### config.mk
export PLATFORM = sky130hd
export DESIGN_NAME = bitmap_text_rect_rasterizer_unit_flat
export DESIGN_NICKNAME = d
export VERILOG_FILES = /design/src/rtl/btr_pkg.sv /design/src/rtl/btr_stream_if.sv /design/src/rtl/btr_ctrl.sv /design/src/rtl/btr_datapath.sv /design/src/rtl/bitmap_text_rect_rasterizer_unit.sv /design/src/flat_wrapper.sv
export SDC_FILE = /design/constraint.sdc
export NUM_CORES = 1
export LEC_CHECK = 0
export ABC_AREA = 0
export ABC_CLOCK_PERIOD_IN_PS = 5300
export BUFFER_PORTS_ARGS = -buffer_cell sky130_fd_sc_hd__buf_4
export CORE_MARGIN = 4
export CORE_UTILIZATION = 53
export CTS_CLUSTER_DIAMETER = 50
export CTS_CLUSTER_SIZE = 12
export DETAILED_ROUTE_END_ITERATION = 12
export PLACE_DENSITY = 0.77
export SETUP_SLACK_MARGIN = 0.02
export SYNTH_ARGS = -nofsm -noshare
export SYNTH_HDL_FRONTEND = slang
export SYNTH_SLANG_ARGS = --single-unit
### constraint.sdc
create_clock -name clk -period 5.3 [get_ports clk]
set_input_delay 0 -clock clk [delete_from_list [all_inputs] [get_ports clk]]
set_output_delay 0 -clock clk [all_outputs]
set_load 0.005 [all_outputs]
### src/rtl/btr_pkg.sv
package btr_pkg;

    localparam int PEN_W    = 17;
    localparam int COORD_W  = 12;
    localparam int SIDE_W   = 5;
    localparam int COLOR_W  = 32;
    localparam int CODE_W   = 8;
    localparam int DOTS     = 25;
    localparam int SUM_W    = PEN_W + 1;

    localparam logic [PEN_W-1:0] PEN_X_MAX = {PEN_W{1'b1}};
    localparam logic [2:0]       LAST_COL  = 3'd4;
    localparam logic [2:0]       ADVANCE   = 3'd6;

    typedef struct packed {
        logic [CODE_W-1:0]  char_code;
        logic               first;
        logic [COORD_W-1:0] start_x;
        logic [COORD_W-1:0] start_y;
        logic [SIDE_W-1:0]  scale;
        logic [COLOR_W-1:0] color;
    } char_item_t;

    typedef struct packed {
        logic [COORD_W-1:0] rect_x;
        logic [COORD_W-1:0] rect_y;
        logic [SIDE_W-1:0]  rect_side;
        logic [COLOR_W-1:0] fill_color;
        logic               clamped;
        logic               last;
    } rect_item_t;

    typedef struct packed {
        logic load;
        logic step;
        logic emit;
    } ctrl_cmd_t;

    typedef struct packed {
        logic glyph_empty;
        logic dot_lit;
        logic rest_empty;
        logic out_free;
    } dp_status_t;

    // rows 0..4 packed from the top, column 0 in the msb of each row
    function automatic logic [DOTS-1:0] glyph_bits(input logic [CODE_W-1:0] code);
        logic [DOTS-1:0] bits;
        case (code)
            8'h41: bits = {5'h0E, 5'h11, 5'h1F, 5'h11, 5'h11};
            8'h42: bits = {5'h1E, 5'h11, 5'h1E, 5'h11, 5'h1E};
            8'h43: bits = {5'h0E, 5'h10, 5'h10, 5'h10, 5'h0E};
            8'h44: bits = {5'h1E, 5'h11, 5'h11, 5'h11, 5'h1E};
            8'h45: bits = {5'h1F, 5'h10, 5'h1E, 5'h10, 5'h1F};
            8'h46: bits = {5'h1F, 5'h10, 5'h1E, 5'h10, 5'h10};
            8'h47: bits = {5'h0F, 5'h10, 5'h17, 5'h11, 5'h0F};
            8'h48: bits = {5'h11, 5'h11, 5'h1F, 5'h11, 5'h11};
            8'h49: bits = {5'h1F, 5'h04, 5'h04, 5'h04, 5'h1F};
            8'h4C: bits = {5'h10, 5'h10, 5'h10, 5'h10, 5'h1F};
            8'h4D: bits = {5'h11, 5'h1B, 5'h15, 5'h11, 5'h11};
            8'h4F: bits = {5'h0E, 5'h11, 5'h11, 5'h11, 5'h0E};
            8'h50: bits = {5'h1E, 5'h11, 5'h1E, 5'h10, 5'h10};
            8'h52: bits = {5'h1E, 5'h11, 5'h1E, 5'h12, 5'h11};
            8'h53: bits = {5'h0E, 5'h10, 5'h0E, 5'h01, 5'h1E};
            8'h54: bits = {5'h1F, 5'h04, 5'h04, 5'h04, 5'h04};
            8'h55: bits = {5'h11, 5'h11, 5'h11, 5'h11, 5'h0E};
            8'h56: bits = {5'h11, 5'h11, 5'h11, 5'h0A, 5'h04};
            8'h58: bits = {5'h11, 5'h0A, 5'h04, 5'h0A, 5'h11};
            8'h5A: bits = {5'h1F, 5'h02, 5'h04, 5'h08, 5'h1F};
            8'h61: bits = {5'h00, 5'h0C, 5'h12, 5'h12, 5'h0F};
            8'h62: bits = {5'h10, 5'h10, 5'h1C, 5'h12, 5'h1C};
            8'h63: bits = {5'h00, 5'h0C, 5'h10, 5'h10, 5'h0C};
            8'h64: bits = {5'h02, 5'h02, 5'h0E, 5'h12, 5'h0E};
            8'h65: bits = {5'h00, 5'h0C, 5'h12, 5'h1C, 5'h0C};
            8'h66: bits = {5'h0C, 5'h08, 5'h1C, 5'h08, 5'h08};
            8'h67: bits = {5'h00, 5'h0E, 5'h12, 5'h0F, 5'h01};
            8'h68: bits = {5'h10, 5'h10, 5'h1C, 5'h12, 5'h12};
            8'h69: bits = {5'h08, 5'h00, 5'h08, 5'h08, 5'h08};
            8'h6C: bits = {5'h08, 5'h08, 5'h08, 5'h08, 5'h08};
            8'h6D: bits = {5'h00, 5'h1A, 5'h15, 5'h15, 5'h15};
            8'h6E: bits = {5'h00, 5'h1C, 5'h12, 5'h12, 5'h12};
            8'h6F: bits = {5'h00, 5'h0C, 5'h12, 5'h12, 5'h0C};
            8'h70: bits = {5'h00, 5'h1C, 5'h12, 5'h1C, 5'h10};
            8'h72: bits = {5'h00, 5'h14, 5'h1C, 5'h10, 5'h10};
            8'h73: bits = {5'h00, 5'h0E, 5'h18, 5'h06, 5'h1C};
            8'h74: bits = {5'h08, 5'h1C, 5'h08, 5'h08, 5'h0C};
            8'h75: bits = {5'h00, 5'h12, 5'h12, 5'h12, 5'h0E};
            8'h76: bits = {5'h00, 5'h00, 5'h11, 5'h0A, 5'h04};
            8'h77: bits = {5'h00, 5'h11, 5'h11, 5'h15, 5'h0A};
            8'h79: bits = {5'h00, 5'h12, 5'h12, 5'h0E, 5'h02};
            8'h2E: bits = {5'h00, 5'h00, 5'h00, 5'h00, 5'h04};
            8'h3A: bits = {5'h00, 5'h04, 5'h00, 5'h04, 5'h00};
            8'h2D: bits = {5'h00, 5'h00, 5'h0E, 5'h00, 5'h00};
            8'h2F: bits = {5'h01, 5'h02, 5'h04, 5'h08, 5'h10};
            8'h28: bits = {5'h04, 5'h08, 5'h08, 5'h08, 5'h04};
            8'h29: bits = {5'h04, 5'h02, 5'h02, 5'h02, 5'h04};
            8'h30: bits = {5'h0E, 5'h13, 5'h15, 5'h19, 5'h0E};
            8'h31: bits = {5'h04, 5'h0C, 5'h04, 5'h04, 5'h0E};
            8'h32: bits = {5'h1E, 5'h01, 5'h0E, 5'h10, 5'h1F};
            8'h33: bits = {5'h1E, 5'h01, 5'h0E, 5'h01, 5'h1E};
            8'h34: bits = {5'h11, 5'h11, 5'h1F, 5'h01, 5'h01};
            8'h35: bits = {5'h1F, 5'h10, 5'h1E, 5'h01, 5'h1E};
            8'h36: bits = {5'h0E, 5'h10, 5'h1E, 5'h11, 5'h0E};
            8'h37: bits = {5'h1F, 5'h01, 5'h02, 5'h04, 5'h04};
            8'h38: bits = {5'h0E, 5'h11, 5'h0E, 5'h11, 5'h0E};
            8'h39: bits = {5'h0E, 5'h11, 5'h0F, 5'h01, 5'h0E};
            default: bits = '0;
        endcase
        return bits;
    endfunction

endpackage

### src/rtl/btr_stream_if.sv
interface btr_char_if
    import btr_pkg::*;
();
    logic       valid;
    logic       ready;
    char_item_t payload;

    modport source (output valid, output payload, input ready);
    modport sink   (input valid, input payload, output ready);
endinterface

interface btr_rect_if
    import btr_pkg::*;
();
    logic       valid;
    logic       ready;
    rect_item_t payload;

    modport source (output valid, output payload, input ready);
    modport sink   (input valid, input payload, output ready);
endinterface

### src/rtl/btr_ctrl.sv
module btr_ctrl
    import btr_pkg::*;
(
    input  logic       clk,
    input  logic       rst_n,
    input  logic       char_valid,
    output logic       char_ready,
    input  dp_status_t status,
    output ctrl_cmd_t  cmd
);

    localparam logic ST_IDLE = 1'b0;
    localparam logic ST_SCAN = 1'b1;

    logic state_reg;
    logic state_next;

    assign char_ready = (state_reg == ST_IDLE);

    always_comb
    begin
        cmd.load   = 1'b0;
        cmd.step   = 1'b0;
        cmd.emit   = 1'b0;
        state_next = state_reg;
        case (state_reg)
            ST_IDLE:
            begin
                cmd.load = char_valid;
                // blank or unknown glyphs never leave idle
                if (char_valid && !status.glyph_empty)
                begin
                    state_next = ST_SCAN;
                end
            end
            ST_SCAN:
            begin
                // a lit dot waits for room in the output register
                cmd.step = !status.dot_lit || status.out_free;
                cmd.emit = cmd.step && status.dot_lit;
                if (cmd.step && status.rest_empty)
                begin
                    state_next = ST_IDLE;
                end
            end
            default:
            begin
                state_next = ST_IDLE;
            end
        endcase
    end

    always_ff @(posedge clk or negedge rst_n)
    begin
        if (!rst_n)
        begin
            state_reg <= ST_IDLE;
        end
        else
        begin
            state_reg <= state_next;
        end
    end

endmodule

### src/rtl/btr_datapath.sv
module btr_datapath
    import btr_pkg::*;
#(
    parameter int MAX_SCALE = 16,
    parameter int COORD_MAX = 4095
)
(
    input  logic       clk,
    input  logic       rst_n,
    input  ctrl_cmd_t  cmd,
    input  char_item_t char_item,
    output dp_status_t status,
    output logic       rect_valid,
    output rect_item_t rect_item,
    input  logic       rect_ready
);

    localparam int SC_W  = $clog2(MAX_SCALE + 1);
    localparam int CMP_W = (SC_W > SIDE_W) ? SC_W : SIDE_W;
    localparam int OFF_W = $clog2(4 * MAX_SCALE + 1);
    localparam int ADV_W = $clog2(6 * MAX_SCALE + 1);

    localparam logic [CMP_W-1:0] SC_LIMIT = CMP_W'(MAX_SCALE);
    localparam logic [SUM_W-1:0] CMAX     = SUM_W'(COORD_MAX);

    logic [DOTS-1:0]    mask_reg,   mask_next;
    logic [PEN_W-1:0]   pen_x_reg,  pen_x_next;
    logic [COORD_W-1:0] pen_y_reg,  pen_y_next;
    logic [PEN_W-1:0]   base_x_reg, base_x_next;
    logic [SC_W-1:0]    sc_reg,     sc_next;
    logic [COLOR_W-1:0] color_reg,  color_next;
    logic [2:0]         col_reg,    col_next;
    logic [OFF_W-1:0]   col_off_reg, col_off_next;
    logic [OFF_W-1:0]   row_off_reg, row_off_next;
    logic               rect_valid_reg, rect_valid_next;
    rect_item_t         rect_reg,   rect_next;

    logic [DOTS-1:0]    glyph;
    logic [CMP_W-1:0]   sc_in;
    logic [ADV_W-1:0]   advance;
    logic [SUM_W-1:0]   pen_sum;
    logic [SUM_W-1:0]   x_sum;
    logic [SUM_W-1:0]   y_sum;
    logic               hit_x;
    logic               hit_y;

    assign glyph = glyph_bits(char_item.char_code);

    assign status.glyph_empty = (glyph == '0);
    assign status.dot_lit     = mask_reg[DOTS-1];
    assign status.rest_empty  = (mask_reg[DOTS-2:0] == '0);
    assign status.out_free    = !rect_valid_reg || rect_ready;

    always_comb
    begin
        sc_in = CMP_W'(char_item.scale);
        if (sc_in == '0)
        begin
            sc_in = CMP_W'(1);
        end
        else if (sc_in > SC_LIMIT)
        begin
            sc_in = SC_LIMIT;
        end
    end

    // pen advance of six dots, saturating at the top of the pen range
    assign advance = ADV_W'(sc_next) * ADV_W'(ADVANCE);
    assign pen_sum = SUM_W'(base_x_next) + SUM_W'(advance);

    assign x_sum = SUM_W'(base_x_reg) + SUM_W'(col_off_reg);
    assign y_sum = SUM_W'(pen_y_reg) + SUM_W'(row_off_reg);
    assign hit_x = (x_sum > CMAX);
    assign hit_y = (y_sum > CMAX);

    always_comb
    begin
        mask_next       = mask_reg;
        pen_x_next      = pen_x_reg;
        pen_y_next      = pen_y_reg;
        base_x_next     = base_x_reg;
        sc_next         = sc_reg;
        color_next      = color_reg;
        col_next        = col_reg;
        col_off_next    = col_off_reg;
        row_off_next    = row_off_reg;
        rect_next       = rect_reg;
        rect_valid_next = rect_valid_reg;

        if (cmd.load)
        begin
            sc_next      = SC_W'(sc_in);
            color_next   = char_item.color;
            mask_next    = glyph;
            col_next     = '0;
            col_off_next = '0;
            row_off_next = '0;
            if (char_item.first)
            begin
                base_x_next = PEN_W'(char_item.start_x);
                pen_y_next  = char_item.start_y;
            end
            else
            begin
                base_x_next = pen_x_reg;
            end
            pen_x_next = (pen_sum > SUM_W'(PEN_X_MAX)) ? PEN_X_MAX : pen_sum[PEN_W-1:0];
        end
        else if (cmd.step)
        begin
            mask_next = mask_reg << 1;
            if (col_reg == LAST_COL)
            begin
                col_next     = '0;
                col_off_next = '0;
                row_off_next = row_off_reg + OFF_W'(sc_reg);
            end
            else
            begin
                col_next     = col_reg + 3'd1;
                col_off_next = col_off_reg + OFF_W'(sc_reg);
            end
        end

        if (cmd.emit)
        begin
            rect_valid_next      = 1'b1;
            rect_next.rect_x     = hit_x ? CMAX[COORD_W-1:0] : x_sum[COORD_W-1:0];
            rect_next.rect_y     = hit_y ? CMAX[COORD_W-1:0] : y_sum[COORD_W-1:0];
            rect_next.rect_side  = SIDE_W'(sc_reg);
            rect_next.fill_color = color_reg;
            rect_next.clamped    = hit_x || hit_y;
            rect_next.last       = status.rest_empty;
        end
        else if (rect_ready)
        begin
            rect_valid_next = 1'b0;
        end
    end

    always_ff @(posedge clk or negedge rst_n)
    begin
        if (!rst_n)
        begin
            mask_reg       <= '0;
            pen_x_reg      <= '0;
            pen_y_reg      <= '0;
            col_reg        <= '0;
            rect_valid_reg <= 1'b0;
        end
        else
        begin
            mask_reg       <= mask_next;
            pen_x_reg      <= pen_x_next;
            pen_y_reg      <= pen_y_next;
            col_reg        <= col_next;
            rect_valid_reg <= rect_valid_next;
        end
    end

    always_ff @(posedge clk)
    begin
        base_x_reg  <= base_x_next;
        sc_reg      <= sc_next;
        color_reg   <= color_next;
        col_off_reg <= col_off_next;
        row_off_reg <= row_off_next;
        rect_reg    <= rect_next;
    end

    assign rect_valid = rect_valid_reg;
    assign rect_item  = rect_reg;

    a_emit_has_room: assert property (@(posedge clk) disable iff (!rst_n)
        cmd.emit |-> (!rect_valid_reg || rect_ready))
        else $error("rect emitted over an unread item");

    a_step_needs_dots: assert property (@(posedge clk) disable iff (!rst_n)
        cmd.step |-> (mask_reg != '0))
        else $error("scan step with no dots left");

    a_last_ends_scan: assert property (@(posedge clk) disable iff (!rst_n)
        (cmd.emit && status.rest_empty) |=> (mask_reg == '0) && rect_item.last)
        else $error("last rect left dots behind");

    a_load_clears_scan: assert property (@(posedge clk) disable iff (!rst_n)
        cmd.load |=> (col_reg == '0) && (col_off_reg == '0) && (row_off_reg == '0))
        else $error("scan position not cleared on load");

endmodule

### src/rtl/bitmap_text_rect_rasterizer_unit.sv
// 5x5 bitmap text rasterizer
// char_in takes one character per item: code, a first flag that loads the
// pen from start_x/start_y, a dot scale (0 reads as 1, large values saturate
// at MAX_SCALE) and a 32-bit color. rect_out gives one square fill rectangle
// per lit glyph dot, row by row and left to right, with last marking the
// final rectangle of a character. Coordinates above COORD_MAX are clamped
// and flagged. The pen moves right by six dots after every character.
// Timing: a character is loaded into the glyph mask register, then the
// scanner walks the glyph one dot per cycle, unless a lit dot waits for
// room in the output register, and stops after the last lit dot; unknown
// and blank characters give nothing and leave the unit ready. The first
// rectangle passes the mask register and then the output register, each
// unlit dot ahead of it delaying it by a scan step. The next character is
// taken as soon as the scan of the current one ends, even while its last
// rectangle still waits in the output register.
// Reset puts the pen at (0, 0) and empties the output register. When the
// receiver stalls, the scan holds on the next lit dot and char_in stays
// not ready until the scan can finish.
module bitmap_text_rect_rasterizer_unit
    import btr_pkg::*;
#(
    parameter int MAX_SCALE = 16,
    parameter int COORD_MAX = 4095
)
(
    input  logic              clk,
    input  logic              rst_n,
    btr_char_if.sink          char_in,
    btr_rect_if.source        rect_out
);

    ctrl_cmd_t  cmd;
    dp_status_t status;
    logic       char_ready;
    logic       rect_valid;
    rect_item_t rect_item;

    btr_ctrl u_ctrl (
        .clk        (clk),
        .rst_n      (rst_n),
        .char_valid (char_in.valid),
        .char_ready (char_ready),
        .status     (status),
        .cmd        (cmd)
    );

    btr_datapath #(
        .MAX_SCALE (MAX_SCALE),
        .COORD_MAX (COORD_MAX)
    ) u_datapath (
        .clk        (clk),
        .rst_n      (rst_n),
        .cmd        (cmd),
        .char_item  (char_in.payload),
        .status     (status),
        .rect_valid (rect_valid),
        .rect_item  (rect_item),
        .rect_ready (rect_out.ready)
    );

    assign char_in.ready    = char_ready;
    assign rect_out.valid   = rect_valid;
    assign rect_out.payload = rect_item;

endmodule
### src/flat_wrapper.sv
// flat-port wrapper written by rule: the top's interface ports become plain ports
module bitmap_text_rect_rasterizer_unit_flat import btr_pkg::*;
#(
    parameter int MAX_SCALE = 16,
    parameter int COORD_MAX = 4095
)
  (clk, rst_n, char_in_valid, char_in_payload, char_in_ready, rect_out_valid, rect_out_payload, rect_out_ready);
  btr_char_if char_in_i ();
  btr_rect_if rect_out_i ();
  input  logic clk;
  input  logic rst_n;
  input wire logic [$bits(char_in_i.valid)-1:0] char_in_valid;
  input wire logic [$bits(char_in_i.payload)-1:0] char_in_payload;
  output wire logic [$bits(char_in_i.ready)-1:0] char_in_ready;
  output wire logic [$bits(rect_out_i.valid)-1:0] rect_out_valid;
  output wire logic [$bits(rect_out_i.payload)-1:0] rect_out_payload;
  input wire logic [$bits(rect_out_i.ready)-1:0] rect_out_ready;
  assign char_in_i.valid = char_in_valid;
  assign char_in_i.payload = char_in_payload;
  assign char_in_ready = char_in_i.ready;
  assign rect_out_valid = rect_out_i.valid;
  assign rect_out_payload = rect_out_i.payload;
  assign rect_out_i.ready = rect_out_ready;
  bitmap_text_rect_rasterizer_unit #(.MAX_SCALE(MAX_SCALE), .COORD_MAX(COORD_MAX)) u_core (.clk(clk), .rst_n(rst_n), .char_in(char_in_i), .rect_out(rect_out_i));
endmodule
==> impl_metrics.csv <==
group,metric,value,unit
outcome,status,"finished clean",
clock_tree,cts_tree,"yes",
clock_tree,post_cts_resized,0,
clock_tree,cts_made_buffers,17,
global_routing,grt_pass1_wl,45600,um
clock_tree,clk_latency,440,ps
logic_synthesis,yosys-top-cells-area,"edfxtp_1 (27%), dfrtp_1 (14%), dfxtp_1 (6.8%), ha_1 (4.9%), nand2_1 (3.5%)",
timing,hold_viol,0,
timing,fin_crit,4110,ps
timing,period_share,77.6,%
global_routing,gr-total-overflow,0,
floorplan,dieArea,22500,um2
clock_tree,clock_path_buffers,2,
critical_path,cp-end-kind,"flop",
critical_path,max_stage_delay,570,ps
timing,fmax,243,MHz
routing,drc,0,
routing,drt_first_pass_iters,5,
placed_design,place_inst,1398,
timing,worst_pin_slew,1080,ps
routing,num_vias,8909,
cells_and_area,fin_nets,1330,
routing,wl,29100,um
timing,tns,0,ps
cells_and_area,area_delta_synth_final,21.2,%
critical_path,critPathSlowestCell,"a41o_1",
critical_path,critPathBufInv,1,
routing,vias_per_cell,5.99,
logic_synthesis,syn-num-nets,1177,
clock_tree,htree_levels,4,
clock_tree,cts.root.buffer_cell,"clkbuf_16",
critical_path,crit_type,"flop to flop",
cells_and_area,n_fill_cell,1541,
logic_synthesis,async_reset_ff_share,31.1,%
power,power.density,497,nW/um2
logic_synthesis,synth.top_cell.area_share,26.7,%
clock_tree,cts_hold_buf,56,
cells_and_area,final_cell_mix,"buf_4 (144), nand2_1 (99), edfxtp_1 (95)",
timing,drv_slew,0,
placed_design,dp_hpwl,19800,um
floorplan,core,19700,um2
critical_path,path_max_fanout,56,
timing,slew_headroom,27.6,%
global_routing,first_global_vias,8641,
cells_and_area,drive_above_1_share,17.5,%
routing,wire_per_inst,19.6,um
cells_and_area,final_cells,1487,
logic_synthesis,yosysSeqAreaShare,47.3,%
timing,grt_setup_unrepaired,"false",
routing,drt_iter0_drc,714,
logic_synthesis,yosys_warnings,0,
flow_run,drv_cap,0,
timing,clock_skew,13.8,ps
clock_tree,post-cts-setup-buffers,0,
power,vdd_drop_max,0.246,mV
routing,drtAntennaViolNets,0,
logic_synthesis,netlist_instances,1055,
power,leakage,5.34,nW
logic_synthesis,ys_seq_elements,190,
cells_and_area,layout_commonest_cell,"buf_4",
clock_tree,cts_sinks,190,
critical_path,path_delay_family,"compound AO/OA/AOI/OAI gates",
global_routing,grt_max_degree,76,
critical_path,crit_chain,"nand2b_2 -> buf_4 -> o31ai_1 -> ha_1 -> fa_1 -> a21o_1 -> a21oi_1 -> xnor2_1 -> ha_1 -> nand2_1 -> a21o_1 -> a21oi_1 -> a41o_1 -> o22a_1",
logic_synthesis,ys.flop_type,"edfxtp_1",
floorplan,io_pins,139,
floorplan,die_h,150,um
worst_hold_path,hold_class,"primary input to flop",
logic_synthesis,yosysUniqueCellTypes,86,
logic_synthesis,synth-edff-count,95,
critical_path,required,5670,ps
timing,setup_viol,0,
global_routing,antenna_found_initial,0,
critical_path,worst-endpoint-arrival,4480,ps
critical_path,start_kind,"flop",
floorplan,std_cell_rows,51,
logic_synthesis,yosys.area.top_type,"edfxtp_1",
floorplan,fp.dieW,150,um
global_routing,grtUsageTotal,25.7,%
placed_design,port_buffers,138,
logic_synthesis,syn_avg_cell_area,10.1,um2
cells_and_area,largest_reg_flops,63,
floorplan,start_util,54.3,%
logic_synthesis,synth_area,10700,um2
clock_tree,path_clk_slew,70,ps
critical_path,r2r_setup_slack,1190,ps
placed_design,place_congestion,1.03,
-- synthesized netlist by cell type (all sizes together), types with 15 or more instances --
cell and n:
edfxtp 95, nor4 15, xor2 18, nor2 54, o22a 15, clkbuf 34, buf 32, xnor2 26
nand2b 32, a21oi 67, a22oi 24, nor3 23, nor2b 27, o21ai 70, inv 36, nand2 99
mux2i 17, ha 42, nand3 26, dfxtp 36, dfrtp 59, mux2 21
-- layout make-up --
cell class / instances / area, um2 / area share [%]
Timing Repair Buffer: 200 / 1640 / 12.7
Inverter: 36 / 135 / 1.05
Antenna cell: 1 / 2.50 / 0.0194
Clock buffer: 17 / 425 / 3.29
Multi-Input combinational cell: 763 / 5160 / 39.9
Tap cell: 265 / 332 / 2.57
Clock inverter: 15 / 181 / 1.40
Sequential cell: 190 / 5050 / 39.1
-- metal layers --
layer	up-vias	GRT usage, %	routed length, um
li1	4218	-	-
met1	4253	32.3	11800
met2	345	43.3	14200
met3	93	4.06	1850
met4	0	12.4	1300
met5	-	0	0
-- path summary, 6_finish.rpt --
kind                       cells past startpoint                                          to                                       from
setup / recovery                              14  u_core.u_datapath.pen_x_reg[2]$_DFFE_PN0N_          u_core.u_ctrl.state_reg$_DFF_PN0_
hold / removal                                 4    u_core.u_datapath.base_x_reg[11]$_DFF_P_                        char_in_payload[60]
setup reg to reg                              14  u_core.u_datapath.pen_x_reg[2]$_DFFE_PN0N_          u_core.u_ctrl.state_reg$_DFF_PN0_
hold reg to reg                                0   u_core.u_datapath.rect_item[25]$_DFFE_PP_  u_core.u_datapath.color_reg[23]$_DFFE_PN_
max in group asynchronous                      2  u_core.u_datapath.pen_y_reg[0]$_DFFE_PN0P_                                      rst_n
min in group asynchronous                      2    u_core.u_datapath.rect_valid$_DFFE_PN0P_                                      rst_n
-- cells by family (layout without fill, tap and decap cells) --
family                     Yosys count  in the layout  share of synthesized area [%]
adders and majority gates           48             48                           6.05
buffers and inverters              102            268                           4.45
muxes                               38             38                           3.85
DFF                                190            190                           47.3
and+or+nand+nor                    336            336                           16.2
other                                0              1                              0
xor gates and xnor gates            44             44                           3.61
AOI/OAI and AO/OA                  297            297                           18.5
-- worst register-to-register path: cells and delay by family (launching register included) --
kind	cells	cell delay (ps)
AOI/OAI and AO/OA	7	1860
xor gates and xnor gates	1	90
adders and majority gates	3	1040
buffers and inverters	1	460
DFF	1	380
and+or+nand+nor	2	220
-- power breakdown --
group,internal [W],leakage (nW),switching [W]
clock,0.000681,0.296,0.000617
sequential,0.00215,1.90,0.000350
combinational,0.00121,3.14,0.00141
total,0.00404,5.34,0.00238
-- per-stage QoR --
step	instance area [um2]	total power, W	hold slack [ps]	setup WS (ps)	util (%)
global route	12900	0.00686	15.6	810	65.7
CTS	12900	0.00642	0.291	1220	65.7
finish	12900	0.00642	19.8	1190	65.8
detailed placement	11800	0.00506	115	1240	59.8
global placement	11800	0.00497	116	1320	59.8
floorplan	10700	0.00430	-296	252	-
No activity file was read; power rests on OpenSTA's default activity.
